==> src/sv/csma_pkg.sv <==
`timescale 1ns / 1ps
// ----------------------------------------------------------------------------
// csma_pkg
// Shared types and constants for the shared-bus transmit node.
// ----------------------------------------------------------------------------
package csma_pkg;

  localparam int FrameBits = 256;
  localparam int AddrBits  = $clog2(FrameBits);
  localparam int PosBits   = AddrBits + 1;
  localparam int MaxRetry  = 15;

  localparam logic [11:0] GapReset   = 12'd96;
  localparam logic [11:0] JamReset   = 12'd48;
  localparam logic [3:0]  ScaleReset = 4'd10;

  // register indexes on the configuration port
  localparam logic [1:0] REG_GAP   = 2'd0;
  localparam logic [1:0] REG_JAM   = 2'd1;
  localparam logic [1:0] REG_SCALE = 2'd2;

  // observed bus values
  localparam logic [1:0] BUS_IDLE = 2'd2;
  localparam logic [1:0] BUS_JAM  = 2'd3;

  // drive codes
  localparam logic [2:0] DRV_NONE    = 3'd0;
  localparam logic [2:0] DRV_ZERO    = 3'd1;
  localparam logic [2:0] DRV_RELEASE = 3'd3;
  localparam logic [2:0] DRV_JAM     = 3'd4;

  localparam logic REQ_LOAD = 1'b1;

  typedef enum logic [1:0] {
    PH_LISTEN  = 2'd0,
    PH_SEND    = 2'd1,
    PH_JAM     = 2'd2,
    PH_BACKOFF = 2'd3
  } phase_t;

  typedef struct packed {
    logic        req_type;
    logic [1:0]  bus_seen;
    logic [15:0] random_draw;
    logic [7:0]  load_index;
    logic        load_value;
  } in_word_t;

  typedef struct packed {
    logic [2:0] drive_code;
    logic [1:0] node_phase;
    logic [3:0] retry_count;
    logic       frame_done;
  } out_word_t;

  typedef struct packed {
    logic [11:0] interframe_gap;
    logic [11:0] jam_length;
    logic [3:0]  backoff_scale;
  } cfg_t;

  typedef struct packed {
    logic capture;
    logic lim;
    logic mul;
    logic commit;
  } dp_cmd_t;

endpackage

==> src/sv/csma_regs.sv <==
`timescale 1ns / 1ps
// ----------------------------------------------------------------------------
// csma_regs
// Configuration register file behind a simple APB-style slave port.
// ----------------------------------------------------------------------------
module csma_regs (
  input  logic          clk,
  input  logic          rst,
  input  logic          psel,
  input  logic          penable,
  input  logic          pwrite,
  input  logic [3:0]    paddr,
  input  logic [31:0]   pwdata,
  output logic [31:0]   prdata,
  output logic          pready,
  output csma_pkg::cfg_t cfg
);
  import csma_pkg::*;

  logic       wr_en;
  logic [1:0] reg_idx;

  assign pready  = 1'b1;
  assign reg_idx = paddr[3:2];
  assign wr_en   = psel & penable & pwrite & pready;

  always_ff @(posedge clk) begin
    if (rst) begin
      cfg.interframe_gap <= GapReset;
      cfg.jam_length     <= JamReset;
      cfg.backoff_scale  <= ScaleReset;
    end else if (wr_en) begin
      case (reg_idx)
        REG_GAP:   cfg.interframe_gap <= pwdata[11:0];
        REG_JAM:   cfg.jam_length     <= pwdata[11:0];
        REG_SCALE: cfg.backoff_scale  <= pwdata[3:0];
        default: ;
      endcase
    end
  end

  always_comb begin
    case (reg_idx)
      REG_GAP:   prdata = {20'd0, cfg.interframe_gap};
      REG_JAM:   prdata = {20'd0, cfg.jam_length};
      REG_SCALE: prdata = {28'd0, cfg.backoff_scale};
      default:   prdata = 32'd0;
    endcase
  end

endmodule

==> src/sv/csma_ctrl.sv <==
`timescale 1ns / 1ps
// ----------------------------------------------------------------------------
// csma_ctrl
// Sequencer: capture a word, run the backoff multiply steps, commit the result.
// ----------------------------------------------------------------------------
module csma_ctrl (
  input  logic              clk,
  input  logic              rst,
  input  logic              in_valid,
  output logic              in_ready,
  output logic              out_valid,
  input  logic              out_ready,
  output csma_pkg::dp_cmd_t cmd
);
  import csma_pkg::*;

  typedef enum logic [3:0] {
    S_IDLE = 4'b0001,
    S_LIM  = 4'b0010,
    S_MUL  = 4'b0100,
    S_DONE = 4'b1000
  } ctrl_state_t;

  ctrl_state_t state, state_next;

  assign in_ready    = (state == S_IDLE);
  assign cmd.capture = in_valid & in_ready;
  assign cmd.lim     = (state == S_LIM);
  assign cmd.mul     = (state == S_MUL);
  // commit only once the output slot is free
  assign cmd.commit  = (state == S_DONE) & (~out_valid | out_ready);

  always_comb begin
    state_next = state;
    case (state)
      S_IDLE: if (cmd.capture) state_next = S_LIM;
      S_LIM:  state_next = S_MUL;
      S_MUL:  state_next = S_DONE;
      S_DONE: if (cmd.commit) state_next = S_IDLE;
      default: state_next = S_IDLE;
    endcase
  end

  always_ff @(posedge clk) begin
    if (rst) begin
      state     <= S_IDLE;
      out_valid <= 1'b0;
    end else begin
      state <= state_next;
      if (cmd.commit) begin
        out_valid <= 1'b1;
      end else if (out_ready) begin
        out_valid <= 1'b0;
      end
    end
  end

endmodule

==> src/sv/csma_dp.sv <==
`timescale 1ns / 1ps
// ----------------------------------------------------------------------------
// csma_dp
// Node state, frame bit store, backoff delay multiplier and result register.
// ----------------------------------------------------------------------------
module csma_dp (
  input  logic                clk,
  input  logic                rst,
  input  csma_pkg::dp_cmd_t   cmd,
  input  csma_pkg::cfg_t      cfg,
  input  csma_pkg::in_word_t  in_data,
  output csma_pkg::out_word_t out_data
);
  import csma_pkg::*;

  logic frame_mem [FrameBits];

  // architectural state
  phase_t               phase, phase_next;
  logic [11:0]          countdown, countdown_next;
  logic [PosBits-1:0]   bit_pos, bit_pos_next;
  logic [3:0]           retries, retries_next;

  // per-word working registers
  in_word_t             item;
  logic                 prev_bit;
  logic                 cur_bit;
  logic [7:0]           sq;
  logic [11:0]          lim1;
  logic [11:0]          delay;

  logic                 expiry_cap;
  logic                 jam_hit_cap;
  logic [3:0]           retries_bumped;
  logic [3:0]           retries_bo;
  logic [11:0]          lim_prod;
  logic [27:0]          draw_prod;
  logic [AddrBits-1:0]  prev_addr;
  logic [AddrBits-1:0]  cur_addr;

  logic [2:0]           drive;
  logic                 done;
  logic                 collided;

  assign retries_bumped = (retries < 4'(MaxRetry)) ? retries + 4'd1 : retries;

  // which backoff branch the incoming word will take; state is stable until commit
  assign expiry_cap  = (countdown == 12'd0) && (phase != PH_SEND);
  assign jam_hit_cap = (in_data.bus_seen == BUS_JAM) &&
                       ((phase == PH_LISTEN) || (phase == PH_SEND));
  assign retries_bo  = (!expiry_cap && jam_hit_cap) ? retries_bumped : retries;

  assign prev_addr = AddrBits'(bit_pos - PosBits'(1));
  assign cur_addr  = bit_pos[AddrBits-1:0];

  assign lim_prod  = 12'(cfg.backoff_scale) * 12'(sq);
  assign draw_prod = 28'(item.random_draw) * 28'(lim1);

  always_ff @(posedge clk) begin
    if (cmd.capture) begin
      item     <= in_data;
      prev_bit <= frame_mem[prev_addr];
      cur_bit  <= frame_mem[cur_addr];
      sq       <= 8'(retries_bo) * 8'(retries_bo);
      if (in_data.req_type == REQ_LOAD) begin
        frame_mem[in_data.load_index[AddrBits-1:0]] <= in_data.load_value;
      end
    end
    if (cmd.lim) begin
      lim1 <= lim_prod + 12'd1;
    end
    if (cmd.mul) begin
      delay <= draw_prod[27:16];
    end
  end

  always_comb begin
    phase_next     = phase;
    countdown_next = countdown;
    bit_pos_next   = bit_pos;
    retries_next   = retries;
    drive          = DRV_NONE;
    done           = 1'b0;
    collided       = (bit_pos != '0) && (bit_pos <= PosBits'(FrameBits)) &&
                     (item.bus_seen != BUS_IDLE) &&
                     (item.bus_seen != {1'b0, prev_bit});
    if (item.req_type == REQ_LOAD) begin
      // load only touches the store
    end else if ((countdown == 12'd0) && (phase != PH_SEND)) begin
      case (phase)
        PH_LISTEN: begin
          bit_pos_next   = '0;
          phase_next     = PH_SEND;
          countdown_next = 12'd1;
        end
        PH_BACKOFF: begin
          bit_pos_next   = '0;
          countdown_next = cfg.interframe_gap;
          phase_next     = PH_LISTEN;
        end
        default: begin
          phase_next     = PH_BACKOFF;
          countdown_next = delay;
          drive          = DRV_RELEASE;
        end
      endcase
    end else if ((item.bus_seen == BUS_JAM) && (phase inside {PH_LISTEN, PH_SEND})) begin
      retries_next   = retries_bumped;
      phase_next     = PH_BACKOFF;
      countdown_next = delay;
    end else begin
      case (phase)
        PH_LISTEN: begin
          if (item.bus_seen == BUS_IDLE) countdown_next = countdown - 12'd1;
        end
        PH_SEND: begin
          if (collided) begin
            phase_next     = PH_JAM;
            countdown_next = cfg.jam_length;
            retries_next   = retries_bumped;
          end else if (bit_pos >= PosBits'(FrameBits)) begin
            phase_next     = PH_LISTEN;
            drive          = DRV_RELEASE;
            countdown_next = cfg.interframe_gap;
            retries_next   = 4'd0;
            done           = 1'b1;
          end else begin
            drive        = DRV_ZERO + 3'(cur_bit);
            bit_pos_next = bit_pos + PosBits'(1);
          end
        end
        PH_JAM: begin
          drive          = DRV_JAM;
          countdown_next = countdown - 12'd1;
        end
        default: countdown_next = countdown - 12'd1;
      endcase
    end
  end

  always_ff @(posedge clk) begin
    if (rst) begin
      phase     <= PH_LISTEN;
      countdown <= GapReset;
      bit_pos   <= '0;
      retries   <= 4'd0;
    end else if (cmd.commit) begin
      phase     <= phase_next;
      countdown <= countdown_next;
      bit_pos   <= bit_pos_next;
      retries   <= retries_next;
    end
  end

  always_ff @(posedge clk) begin
    if (cmd.commit) begin
      out_data.drive_code  <= drive;
      out_data.node_phase  <= phase_next;
      out_data.retry_count <= retries_next;
      out_data.frame_done  <= done;
    end
  end

endmodule

==> src/sv/csma_cd_transmit_node.sv <==
`timescale 1ns / 1ps
// ----------------------------------------------------------------------------
// csma_cd_transmit_node
// Shared-bus transmit node with carrier sense, collision detect and backoff.
// ----------------------------------------------------------------------------
// Usage:
//   Input words (in_valid/in_ready, in_data) are either a bit tick carrying
//   the observed bus value and a random draw, or a load of one frame bit.
//   Every input word yields exactly one output word (out_valid/out_ready,
//   out_data) with the drive code, the phase and retry count after the word
//   and a frame-done flag.
//   A word is accepted in S_IDLE, then steps through S_LIM, S_MUL and S_DONE,
//   where out_valid is registered at commit; one word is in flight at a time.
//   The steps are the backoff delay path: retries squared, times the scale,
//   times the 16-bit draw, one registered multiply per cycle.
//   If the receiver stalls, the finished word waits in the output register;
//   the next word can already be accepted and worked on, and it stops in
//   its final step until the output register frees up.
//   Reset (rst, synchronous) returns the node to listening with the gap
//   count at 96, retries zero and default registers. The frame store is
//   not cleared: load every bit before the frame is sent.
//   Configuration writes go through the APB-style port; write them only while idle (the block does not enforce it).
// ----------------------------------------------------------------------------
module csma_cd_transmit_node (
  input  logic                clk,
  input  logic                rst,
  input  logic                in_valid,
  output logic                in_ready,
  input  csma_pkg::in_word_t  in_data,
  output logic                out_valid,
  input  logic                out_ready,
  output csma_pkg::out_word_t out_data,
  input  logic                psel,
  input  logic                penable,
  input  logic                pwrite,
  input  logic [3:0]          paddr,
  input  logic [31:0]         pwdata,
  output logic [31:0]         prdata,
  output logic                pready
);
  import csma_pkg::*;

  cfg_t    cfg;
  dp_cmd_t cmd;

  csma_regs u_regs (
    .clk     (clk),
    .rst     (rst),
    .psel    (psel),
    .penable (penable),
    .pwrite  (pwrite),
    .paddr   (paddr),
    .pwdata  (pwdata),
    .prdata  (prdata),
    .pready  (pready),
    .cfg     (cfg)
  );

  csma_ctrl u_ctrl (
    .clk       (clk),
    .rst       (rst),
    .in_valid  (in_valid),
    .in_ready  (in_ready),
    .out_valid (out_valid),
    .out_ready (out_ready),
    .cmd       (cmd)
  );

  csma_dp u_dp (
    .clk      (clk),
    .rst      (rst),
    .cmd      (cmd),
    .cfg      (cfg),
    .in_data  (in_data),
    .out_data (out_data)
  );

  // one word in flight: no acceptance right after a capture
  a_single_word: assert property (@(posedge clk) disable iff (rst)
    in_valid && in_ready |=> !in_ready)
    else $error("accepted a word while the previous one was in flight");

  a_jam_phase: assert property (@(posedge clk) disable iff (rst)
    out_valid && (out_data.drive_code == DRV_JAM) |-> (out_data.node_phase == PH_JAM))
    else $error("jam driven outside the jamming phase");

  a_done_clean: assert property (@(posedge clk) disable iff (rst)
    out_valid && out_data.frame_done |->
      (out_data.node_phase == PH_LISTEN) && (out_data.retry_count == 4'd0) &&
      (out_data.drive_code == DRV_RELEASE))
    else $error("frame done without release to listening");

  a_drive_range: assert property (@(posedge clk) disable iff (rst)
    out_valid |-> (out_data.drive_code <= DRV_JAM))
    else $error("drive code out of range");

endmodule
==> config.mk <==
export PLATFORM = sky130hd
export DESIGN_NAME = csma_cd_transmit_node
export DESIGN_NICKNAME = d
export VERILOG_FILES = /design/src/sv/csma_pkg.sv /design/src/sv/csma_regs.sv /design/src/sv/csma_ctrl.sv /design/src/sv/csma_dp.sv /design/src/sv/csma_cd_transmit_node.sv
export SDC_FILE = /design/constraint.sdc
export NUM_CORES = 1
export LEC_CHECK = 0
export BUFFER_PORTS_ARGS = -buffer_cell sky130_fd_sc_hd__buf_2
export CORE_ASPECT_RATIO = 1.5
export CORE_MARGIN = 8
export CORE_UTILIZATION = 45
export DETAILED_ROUTE_END_ITERATION = 12
export MAX_ROUTING_LAYER = met4
export PLACE_DENSITY_LB_ADDON = 0.12
export SETUP_SLACK_MARGIN = 0.15
export SYNTH_ARGS = -nofsm -noshare
export SYNTH_HDL_FRONTEND = slang
export SYNTH_HIERARCHICAL = 1
export SYNTH_SLANG_ARGS = --single-unit
==> constraint.sdc <==
create_clock -name clk -period 5.4 [get_ports clk]
set_clock_uncertainty 0.2 [all_clocks]
set_input_delay 0.54 -clock clk [delete_from_list [all_inputs] [get_ports clk]]
set_output_delay 0.54 -clock clk [all_outputs]
set_load 0.1 [all_outputs]
==> results.sh <==
export IMPL_violated_checks="setup timing"
export IMPL_timing_critical_path_arrival_ps=5830
export IMPL_postSynth_topFlopCell="edfxtp_1"
export IMPL_finalCritPeriodShare_pct=106
export IMPL_reg2reg_depth=17
export IMPL_cts_sinks=378
export IMPL_crit_path_start_kind="flop"
export IMPL_floorplan_die_area_um2=65900
export IMPL_grt_max_usage_layer="met2"
export IMPL_fin_tns_setup_ps=-2570
export IMPL_power_density_nw_per_um2=352
export IMPL_synthCells=2253
export IMPL_initial_utilization_pct=45.2
export IMPL_clk_lat_worst_skew_ps=570
export IMPL_ys_warnings_count=6
export IMPL_cts_root_buf="clkbuf_16"
export IMPL_routed_via_density=5.60
export IMPL_post_synthesis_sequential_area_ratio_pct=41.4
export IMPL_drt_first_iter_violations=1315
export IMPL_yosys_register_bits=378
export IMPL_core_um2=57400
export IMPL_hold_depth=1
export IMPL_clk_pin_slew_worst_paths_ps=60
export IMPL_cts_inserted_buffers=40
export IMPL_vias=17579
export IMPL_post_route_drc_count=0
export IMPL_crit_fanout=7
export IMPL_synth_edff_count=318
export IMPL_drive_above_1_share_pct=19.3
export IMPL_max_slew_worst_pin_slew_ps=1150
export IMPL_row_count=108
export IMPL_postRouteAntennaNets=0
export IMPL_insertedDiodeCount=0
export IMPL_r2r_end="u_dp/delay[9]$_DFFE_PP_"
export IMPL_synthesis_area_um2=26000
export IMPL_global_route_usage_met1_pct=23.3
export IMPL_synth_top_area_share_pct=36.7
export IMPL_startpoint_of_the_lowest_slack_register_to_register_path="u_dp/item[12]$_DFFE_PP_"
export IMPL_fmaxAchievable_mhz=175
export IMPL_num_nets_final=2649
export IMPL_die_h_um=310
export IMPL_finalSetupViolCount=10
export IMPL_die_w_um=212
export IMPL_postLayoutSetupSlackWorst_ps=-323
export IMPL_h_tree_depth=2
export IMPL_hold_ep="u_dp/item[27]$_DFFE_PP_"
export IMPL_tritoncts="done"
export IMPL_yosysUniqueCellTypes=77
export IMPL_slew_violations=0
export IMPL_category_of_the_worst_setup_path_capture_point="flop"
export IMPL_pin_count_of_the_biggest_net_entering_global_routing=153
export IMPL_fin_total_pwr_mw=10.3
export IMPL_route_detailed_wl_per_inst_um=21.5
export IMPL_hold_start="in_data[27]"
export IMPL_max_slew_margin_rel_pct=23.3
export IMPL_vdd_drop_max_uv=387
export IMPL_fillcell_total=5224
export IMPL_async_flop_share_pct=0
export IMPL_vias_in_the_first_global_route=18436
export IMPL_top_level_ports=116
export IMPL_regToRegSetupSlack_ps=-320
export IMPL_drt_pass1_iter_count=5
export IMPL_area_delta_synth_final_pct=12.5
export IMPL_critical_path_class="reg -> reg"
export IMPL_cts_root_to_sink_buffers=3
export IMPL_cellLeakagePower_nw=10.9
export IMPL_synth_top_cells_by_area="edfxtp_1, mux4_2, fa_1"
export IMPL_final_hold_violation_count=0
export IMPL_gpl_final_weighted_congestion=0.884
export IMPL_timing_critical_path_required_ps=5510
export IMPL_setup_repair_after_global_routing_missed_its_margin="yes"
export IMPL_grt_util_met3_pct=2.23
export IMPL_synth_top_area_cell="edfxtp_1"
export IMPL_grt_util_met2_pct=39.4
export IMPL_grt_pass1_wl_mm=104
export IMPL_post_synth_cell_area_avg_um2=11.5
export IMPL_dp_final_hpwl_mm=47.6
export IMPL_wl_mm=67.5
export IMPL_buffer_ports_inserted=72
export IMPL_outcome="finished, violations left"
export IMPL_reported_max_cap_violation_count=0
export IMPL_globalRouteTotalUtil_pct=21.3
export IMPL_hold_path_class="in -> reg"
export IMPL_initial_antenna_violation_count=0
export IMPL_globalRoute_totalOverflow=0
export IMPL_final_period_minus_worst_setup_slack_ps=5720
cells by family (layout without fill, tap and decap cells):
| logic type | Yosys count | after routing | share of synthesized area, % |
|---|---|---|---|
| other cells | 3 | 22 | 0.0433 |
| xor+xnor | 44 | 44 | 1.48 |
| flops | 378 | 378 | 41.4 |
| compound gates | 160 | 160 | 3.89 |
| buf+inv | 376 | 471 | 5.95 |
| mux | 240 | 240 | 17.1 |
| fa+ha+maj | 243 | 243 | 16.0 |
| simple gates | 809 | 809 | 14.2 |
metal layers:
layer	vias up	share of wire (%)
met5	-	0
met4	0	4.0
met3	133	4.7
met2	530	55
met1	8973	37
li1	7943	-
Yosys cell counts (4+ instances only):
cell type / n
a21oi_1: 58
nor2_1: 343
buf_2: 17
or3_1: 10
nand3_1: 32
nand4_1: 13
mux2_2: 7
inv_1: 210
dfxtp_1: 60
clkbuf_1: 113
and2_1: 78
o21a_1: 5
xnor2_1: 32
a221oi_1: 5
and3_1: 6
a211oi_1: 4
nand2_1: 213
o21bai_1: 6
xor2_1: 12
a31oi_1: 4
o21ai_0: 32
buf_4: 24
a21boi_0: 4
ha_1: 95
a211o_1: 4
mux2i_1: 71
a21o_1: 5
mux4_2: 161
buf_1: 7
nor3_1: 17
nor2b_1: 20
edfxtp_1: 318
fa_1: 148
o22ai_1: 8
nand2b_1: 44
nor4_1: 7
sequential cells by signal, indices dropped and copies added (netlist names):
signal and flops:
u_dp/lim1 12, u_dp/sq 7, u_ctrl/out_valid 1, u_dp/cur_bit 1, u_dp/item 19, u_dp/phase 2, u_dp/bit_pos 9, u_dp/out_data 10
u_dp/frame_mem 256, u_regs/cfg 28, u_dp/delay 12, u_ctrl/state 4, u_dp/retries 4, u_dp/countdown 12, u_dp/prev_bit 1
power by group:
part	switching [mW]	internal (mW)	leakage (nW)
logic	2.14	1.94	6.86
registers	0.0488	3.30	3.36
clock network	1.19	1.67	0.665
worst max-delay path: stages (launching register included):
cell	delay (ps)
edfxtp_1	530
buf_6	180
and2_4	140
fa_1	450
fa_1	520
fa_1	450
fa_1	530
inv_2	40
fa_1	500
inv_2	50
ha_4	260
nand4_1	110
or4b_4	550
a31oi_4	260
o221ai_4	160
a211oi_2	260
mux2i_1	210
nand2_1	70
through the flow:
step | hold slack (ps) | cell area (um2) | util (%) | std cells | setup slack (ps)
2_1_floorplan | 246 | 26200 | - | 2272 | 18.5
4_1_cts | 22.1 | 29100 | 50.7 | 3132 | -370
6_report | 49.9 | 29200 | 50.9 | 3137 | -323
3_5_place_dp | 278 | 27500 | 47.9 | 3036 | -450
5_1_grt | 36.7 | 29200 | 50.9 | 3137 | -538
3_3_place_gp | 271 | 27500 | 47.9 | 3036 | -404
cell usage in the layout, fill, tap and decap left out, drive strengths merged, types with 6 or more instances in the layout:
| master | count |
|---|---|
| nand3 | 33 |
| xnor2 | 32 |
| mux4 | 161 |
| nand2b | 44 |
| mux2i | 72 |
| dfxtp | 60 |
| inv | 213 |
| nor3 | 18 |
| clkbuf | 50 |
| fa | 148 |
| nand2 | 213 |
| dlygate4sd3 | 18 |
| o21ai | 32 |
| xor2 | 12 |
| conb | 22 |
| clkinv | 17 |
| edfxtp | 318 |
| mux2 | 7 |
| buf | 167 |
| nor4 | 7 |
| ha | 95 |
| nor2b | 21 |
| nand4 | 13 |
| a21oi | 59 |
| o22ai | 8 |
| nor2 | 343 |
| or3 | 11 |
| and3 | 6 |
| and2 | 78 |
| o21bai | 6 |
cell type report:
| type | instances | area [um2] | area share (%) |
|---|---|---|---|
| Clock buffer | 50 | 1080 | 3.70 |
| Clock inverter | 24 | 278 | 0.951 |
| Inverter | 212 | 796 | 2.72 |
| Multi-Input combinational cell | 1518 | 14000 | 47.8 |
| Sequential cell | 378 | 10800 | 36.8 |
| Tap cell | 770 | 963 | 3.30 |
| Timing Repair Buffer | 185 | 1370 | 4.70 |
worst max path at each step:
stage,start,depth (start not counted),endpoint
2_1_floorplan,u_dp/lim1[6]$_DFFE_PP_,18,u_dp/delay[9]$_DFFE_PP_
3_3_place_gp,u_dp/lim1[8]$_DFFE_PP_,18,u_dp/delay[9]$_DFFE_PP_
3_5_place_dp,u_dp/item[12]$_DFFE_PP_,17,u_dp/delay[9]$_DFFE_PP_
4_1_cts,u_dp/item[12]$_DFFE_PP_,18,u_dp/delay[9]$_DFFE_PP_
5_1_grt,u_dp/item[12]$_DFFE_PP_,18,u_dp/delay[9]$_DFFE_PP_
6_report,u_dp/item[12]$_DFFE_PP_,17,u_dp/delay[9]$_DFFE_PP_
repair_timing:
item / CTS / global route
hold buffers: 18 / 0
buffers inserted: 4 / 5
hold endpoints to repair: 18 / 0
resized for setup: 13 / 18
endpoints found under the setup margin: 11 / 12
pin swaps: 10 / 10
Note: power is estimated with default switching activity, not from simulation.
